$ cat src/rtl/ste_pkg.sv
package ste_pkg;

  localparam int MAX_SAMPLES_DEF   = 4096;
  localparam int MAX_CHUNKS_DEF    = 1024;
  localparam int MAX_MAP_ROWS_DEF  = 256;
  localparam int MAX_TIME_ROWS_DEF = 256;

  localparam int TIME_W = 44;
  localparam int PADDR_W = 3;

  localparam logic REG_UNIFORM_SIZE = 1'b0;
  localparam logic REG_SAMPLE_COUNT = 1'b1;

  localparam logic [2:0] MODE_RESTART = 3'd0;
  localparam logic [2:0] MODE_SIZE    = 3'd1;
  localparam logic [2:0] MODE_MAP     = 3'd2;
  localparam logic [2:0] MODE_CHUNK   = 3'd3;
  localparam logic [2:0] MODE_TIME    = 3'd4;
  localparam logic [2:0] MODE_SYNC    = 3'd5;
  localparam logic [2:0] MODE_NEXT    = 3'd6;

  typedef enum logic [2:0] {
    OP_RESTART, OP_SIZE, OP_MAP, OP_CHUNK, OP_TIME, OP_SYNC, OP_NEXT, OP_NOP
  } op_t;

  typedef struct packed {
    op_t         op;
    logic [63:0] a;
    logic [31:0] b;
  } item_t;

  typedef enum logic [2:0] {
    ST_CLR, ST_IDLE, ST_MAPW, ST_MAPCHK, ST_CHUNK, ST_RUNW, ST_RUN, ST_OUT
  } state_t;

  function automatic int addr_w(input int depth);
    return (depth > 1) ? $clog2(depth) : 1;
  endfunction

endpackage

$ cat src/rtl/ste_front.sv
module ste_front (
  input  logic          clk,
  input  logic          rst,
  input  logic          in_valid,
  output logic          in_ready,
  input  logic [2:0]    mode,
  input  logic [63:0]   value_a,
  input  logic [31:0]   value_b,
  output logic          q_valid,
  input  logic          q_ready,
  output ste_pkg::item_t q_item
);
  import ste_pkg::*;

  item_t      slots [2];
  logic       wr_ptr;
  logic       rd_ptr;
  logic [1:0] count;
  logic       push;
  logic       pop;
  item_t      cls;

  always_comb begin
    cls.a = value_a;
    cls.b = value_b;
    unique case (mode)
      MODE_RESTART: cls.op = OP_RESTART;
      MODE_SIZE:    cls.op = OP_SIZE;
      MODE_MAP:     cls.op = OP_MAP;
      MODE_CHUNK:   cls.op = OP_CHUNK;
      MODE_TIME:    cls.op = OP_TIME;
      MODE_SYNC:    cls.op = OP_SYNC;
      MODE_NEXT:    cls.op = OP_NEXT;
      default:      cls.op = OP_NOP;
    endcase
  end

  assign in_ready = (count != 2'd2);
  assign q_valid  = (count != 2'd0);
  assign q_item   = slots[rd_ptr];
  assign push     = in_valid && in_ready;
  assign pop      = q_valid && q_ready;

  always_ff @(posedge clk) begin
    if (push) begin
      slots[wr_ptr] <= cls;
    end
    if (rst) begin
      wr_ptr <= 1'b0;
      rd_ptr <= 1'b0;
      count  <= 2'd0;
    end else begin
      if (push) wr_ptr <= ~wr_ptr;
      if (pop) rd_ptr <= ~rd_ptr;
      count <= count + {1'b0, push} - {1'b0, pop};
    end
  end

endmodule

$ cat config.mk
export PLATFORM = sky130hd
export DESIGN_NAME = ste_front
export DESIGN_NICKNAME = d
export VERILOG_FILES = /design/src/rtl/ste_pkg.sv /design/src/rtl/ste_front.sv
export SDC_FILE = /design/constraint.sdc
export NUM_CORES = 1
export LEC_CHECK = 0
export BUFFER_PORTS_ARGS = -buffer_cell sky130_fd_sc_hd__buf_2
export CORE_ASPECT_RATIO = 1.4
export CORE_UTILIZATION = 45
export CTS_BUF_LIST = sky130_fd_sc_hd__clkbuf_4 sky130_fd_sc_hd__clkbuf_8
export DETAILED_ROUTE_END_ITERATION = 16
export HOLD_SLACK_MARGIN = 0.08
export PLACE_DENSITY = 0.7
export SYNTH_ARGS = -nofsm -noshare
export SYNTH_HDL_FRONTEND = slang
export SYNTH_SLANG_ARGS = --single-unit
export TNS_END_PERCENT = 30
$ cat constraint.sdc
create_clock -name clk -period 6.7 [get_ports clk]
set_input_delay 1.005 -clock clk [delete_from_list [all_inputs] [get_ports clk]]
set_output_delay 1.005 -clock clk [all_outputs]
set_load 0.01 [all_outputs]
==> summary.md <==
| Metric | Value |
|---|---|
| Most frequent cells in the layout | `buf_2, edfxtp_1, mux2_2` |
| Status | `finished clean` |
| Setup Fix Bufs, Post-CTS | `0` |
| Layout overhead on the synthesized area | `24.67%` |
| Detailed placer's ending HPWL | `approximately 8.6 mm` |
| Total wire length | `between 10 and 15 mm` |
| Initial core utilization | `between 40% and 50%` |
| Core region area | `roughly 0.016 mm^2` |
| H-tree depth | `1` |
| Psw | `~900 uW` |
| CP Cell Sequence | `buf_4 > mux2_2 > buf_2` |
| Iteration-0 DRC Markers | `153` |
| # IOs | `approximately 200` |
| Setup Crit Path Kind | `flip-flop to output pin` |
| Total congestion overflow | `0` |
| Routed vias/inst | `between 4 and 5` |
| Layout cell share with drive strength beyond 1 | `approximately three fifths` |
| Max_cap viols | `0` |
| Minimum clock period | `approximately 3600 ps` |
| Max-slew violations | `0` |
| Switch share | `between 20% and 30%` |
| Crit path max fanout | `55` |
| CP peak stage delay | `730 ps` |
| Fill count | `1274` |
| Hold Buf Count CTS | `0` |
| Cell Rows | `55` |
| Largest net degree at the start of global routing | `slightly below 60` |
| First-pass GRT wire length | `a little over 20 mm` |
| Clk_lat worst skew | `around 530 ps` |
| Worst Skew | `around 16 ps` |
| Fin. Hold Viols | `0` |
| First drt pass iteration count | `4` |
| Leakage power | `0.003494 uW` |
| Hold WS | `about 530 ps` |
| Max Fclk | `roughly 280 MHz` |
| Final cell count without fillers | `781` |
| Avg Inst Size Synth | `22.12 um^2` |
| Power Internal | `~2500 uW` |
| I/O Buffers | `approximately 200` |
| DR WL/cell | `17.21 um` |
| Hold depth | `2` |
| Worst min path class | `flip-flop to flip-flop` |
| GP Congestion | `approximately 0.72` |
| Nets | `roughly 660` |
| Register area share after synthesis | `between 80% and 90%` |
| # setup viols final | `0` |
| Total chip power | `about 3400 uW` |
| Vias in the first global route | `4047` |
| Crit. End Element | `output pin` |
| DP Cell Count | `726` |
| Gate Count Post-Synth | `335` |
| Drt drc | `0` |
| Tightest Pin Transition | `approximately 1200 ps` |
| Synth warnings | `0` |
| Rel. slew slack | `17.59%` |
| Most common cell after layout, fill and taps aside | `buf_2` |
| Root Driver | `clkbuf_8` |
| Die X | `110.5 um` |
| Mapped Nets | `440` |
| Req. time, crit path | `5690 ps` |
| DR vias | `around 3900` |
| Cells on worst reg2reg path | `4` |
| VDD IR-drop max | `approximately 0.00023 V` |
| Setup TNS | `0 ps` |
| Pwr/cell area | `approximately 370 mW/mm^2` |
| DP Worst Slack | `3261 ps` |
| Synth area leader | `edfxtp_1` |
| Post-route ant nets | `0` |
| Total clock sinks | `~200` |
| Part of the power in registers | `49.0%` |
| Startpoint types | `flip-flop` |
| Clk slew on worst S/H paths | `~60 ps` |
| Cts repair resizes | `0` |
| Slowest stage cell on the critical path | `dfxtp_4` |
| Power share of the clock group | `between 20% and 30%` |
| Die H | `about 150 um` |
| Comb pwr share | `approximately 22%` |
| Register bit count reported by yosys | `approximately 200` |
| GRT Resource Usage Total | `approximately 15%` |
| Synth top area cells | `edfxtp_1, mux2_2, mux2_4, dfxtp_1, buf_2` |
| Netlist cell types | `18` |
| Arrival @ worst endpoint | `2620 ps` |
| CTS Buf Count | `29` |
| Die area | `roughly 0.017 mm^2` |
| Period utilisation layout | `a little over half` |
| Unrepaired setup endpoints after global routing | `no` |
| Initial antenna violation count | `2` |
| Cell Area, Synth | `roughly 0.0074 mm^2` |
| Final WS setup | `between 3000 and 4000 ps` |
| Longest Clk Path Bufs | `3` |
| CTS tree | `yes` |
| Share of the synthesized area in the top cell type | `around four fifths` |
## per-layer routing
layer / up-vias / GRT usage (%) / part of all wire, %
li1: 1772 / - / -
met1: 1911 / 17.03 / 36
met2: 153 / 27.36 / 54
met3: 42 / 3.666 / 6.3
met4: 2 / 7.556 / 3.7
met5: - / 0 / 0.097
## cells in the mapped netlist
cell type,number
or2_2,1
edfxtp_1,198
inv_1,1
nand2_1,1
nor2b_1,2
ha_1,2
mux2_4,10
xor2_1,1
nor2_1,5
clkbuf_1,3
xnor2_1,2
mux2_2,90
buf_6,3
o21a_1,1
buf_2,8
nand2b_1,1
and3_1,1
dfxtp_1,5
## sequential cells by signal, summed over array words and instances, names as in the netlist, named ones only
register,cells
rd_ptr,1
slots,198
wr_ptr,1
count,2
## critical path: cells and delay by family (launching register included)
| kind | cells | cell delay [ps] |
|---|---|---|
| buffers and inverters | 2 | 850 |
| muxes | 1 | 430 |
| DFF | 1 | 730 |
## power groups by stage
stage	clock network (uW)	logic, uW	registers, uW
5_1_grt	1060	816	1690
3_5_place_dp	0	765	1700
3_3_place_gp	0	754	1690
2_1_floorplan	0	521	1670
6_report	984	752	1670
4_1_cts	1010	770	1670
## kinds of logic (layout without fill, tap and decap cells)
group,Yosys count,after routing,share of synthesized area [%]
DFF,203,203,81.58
muxes,100,100,15.70
buffers and inverters,15,261,1.199
and+or+nand+nor,11,11,0.7261
xor gates and xnor gates,3,3,0.3546
adders and majority gates,2,2,0.3376
AOI/OAI and AO/OA,1,1,0.1013
other,0,1,0
## area by class of cell
type                       instances  area (um^2)  share of cell area, %
multi-input combinational        117         1289                  13.95
clock inverter                    11        77.57                 0.8397
antenna                            1        2.502                0.02709
timing repair buffer             206         1039                  11.24
inverter                           1        3.754                0.04063
sequential                       203         6050                  65.48
tap                              199        249.0                  2.695
clock buffer                      43        529.3                  5.729
## worst paths after layout
path | from | endpoint | slack (ps)
hold / removal | rd_ptr$_SDFFE_PP0P_ | rd_ptr$_SDFFE_PP0P_ | 530
setup reg to reg | count[0]$_SDFF_PP0_ | slots[0][74]$_DFFE_PP_ | 3890
setup / recovery | flip-flop | q_item[73] | 3080
hold reg to reg | rd_ptr$_SDFFE_PP0P_ | rd_ptr$_SDFFE_PP0P_ | 530
## per-stage QoR
stage / instance area, um^2 / utilization (%)
after floorplan: 7411 / -
after global placement: 8630 / 53.59
after detailed placement: 8630 / 53.59
after CTS: 9236 / 57.36
after global routing: 9239 / 57.37
final: 9239 / 57.37
No activity file was read; power rests on OpenSTA's default activity.
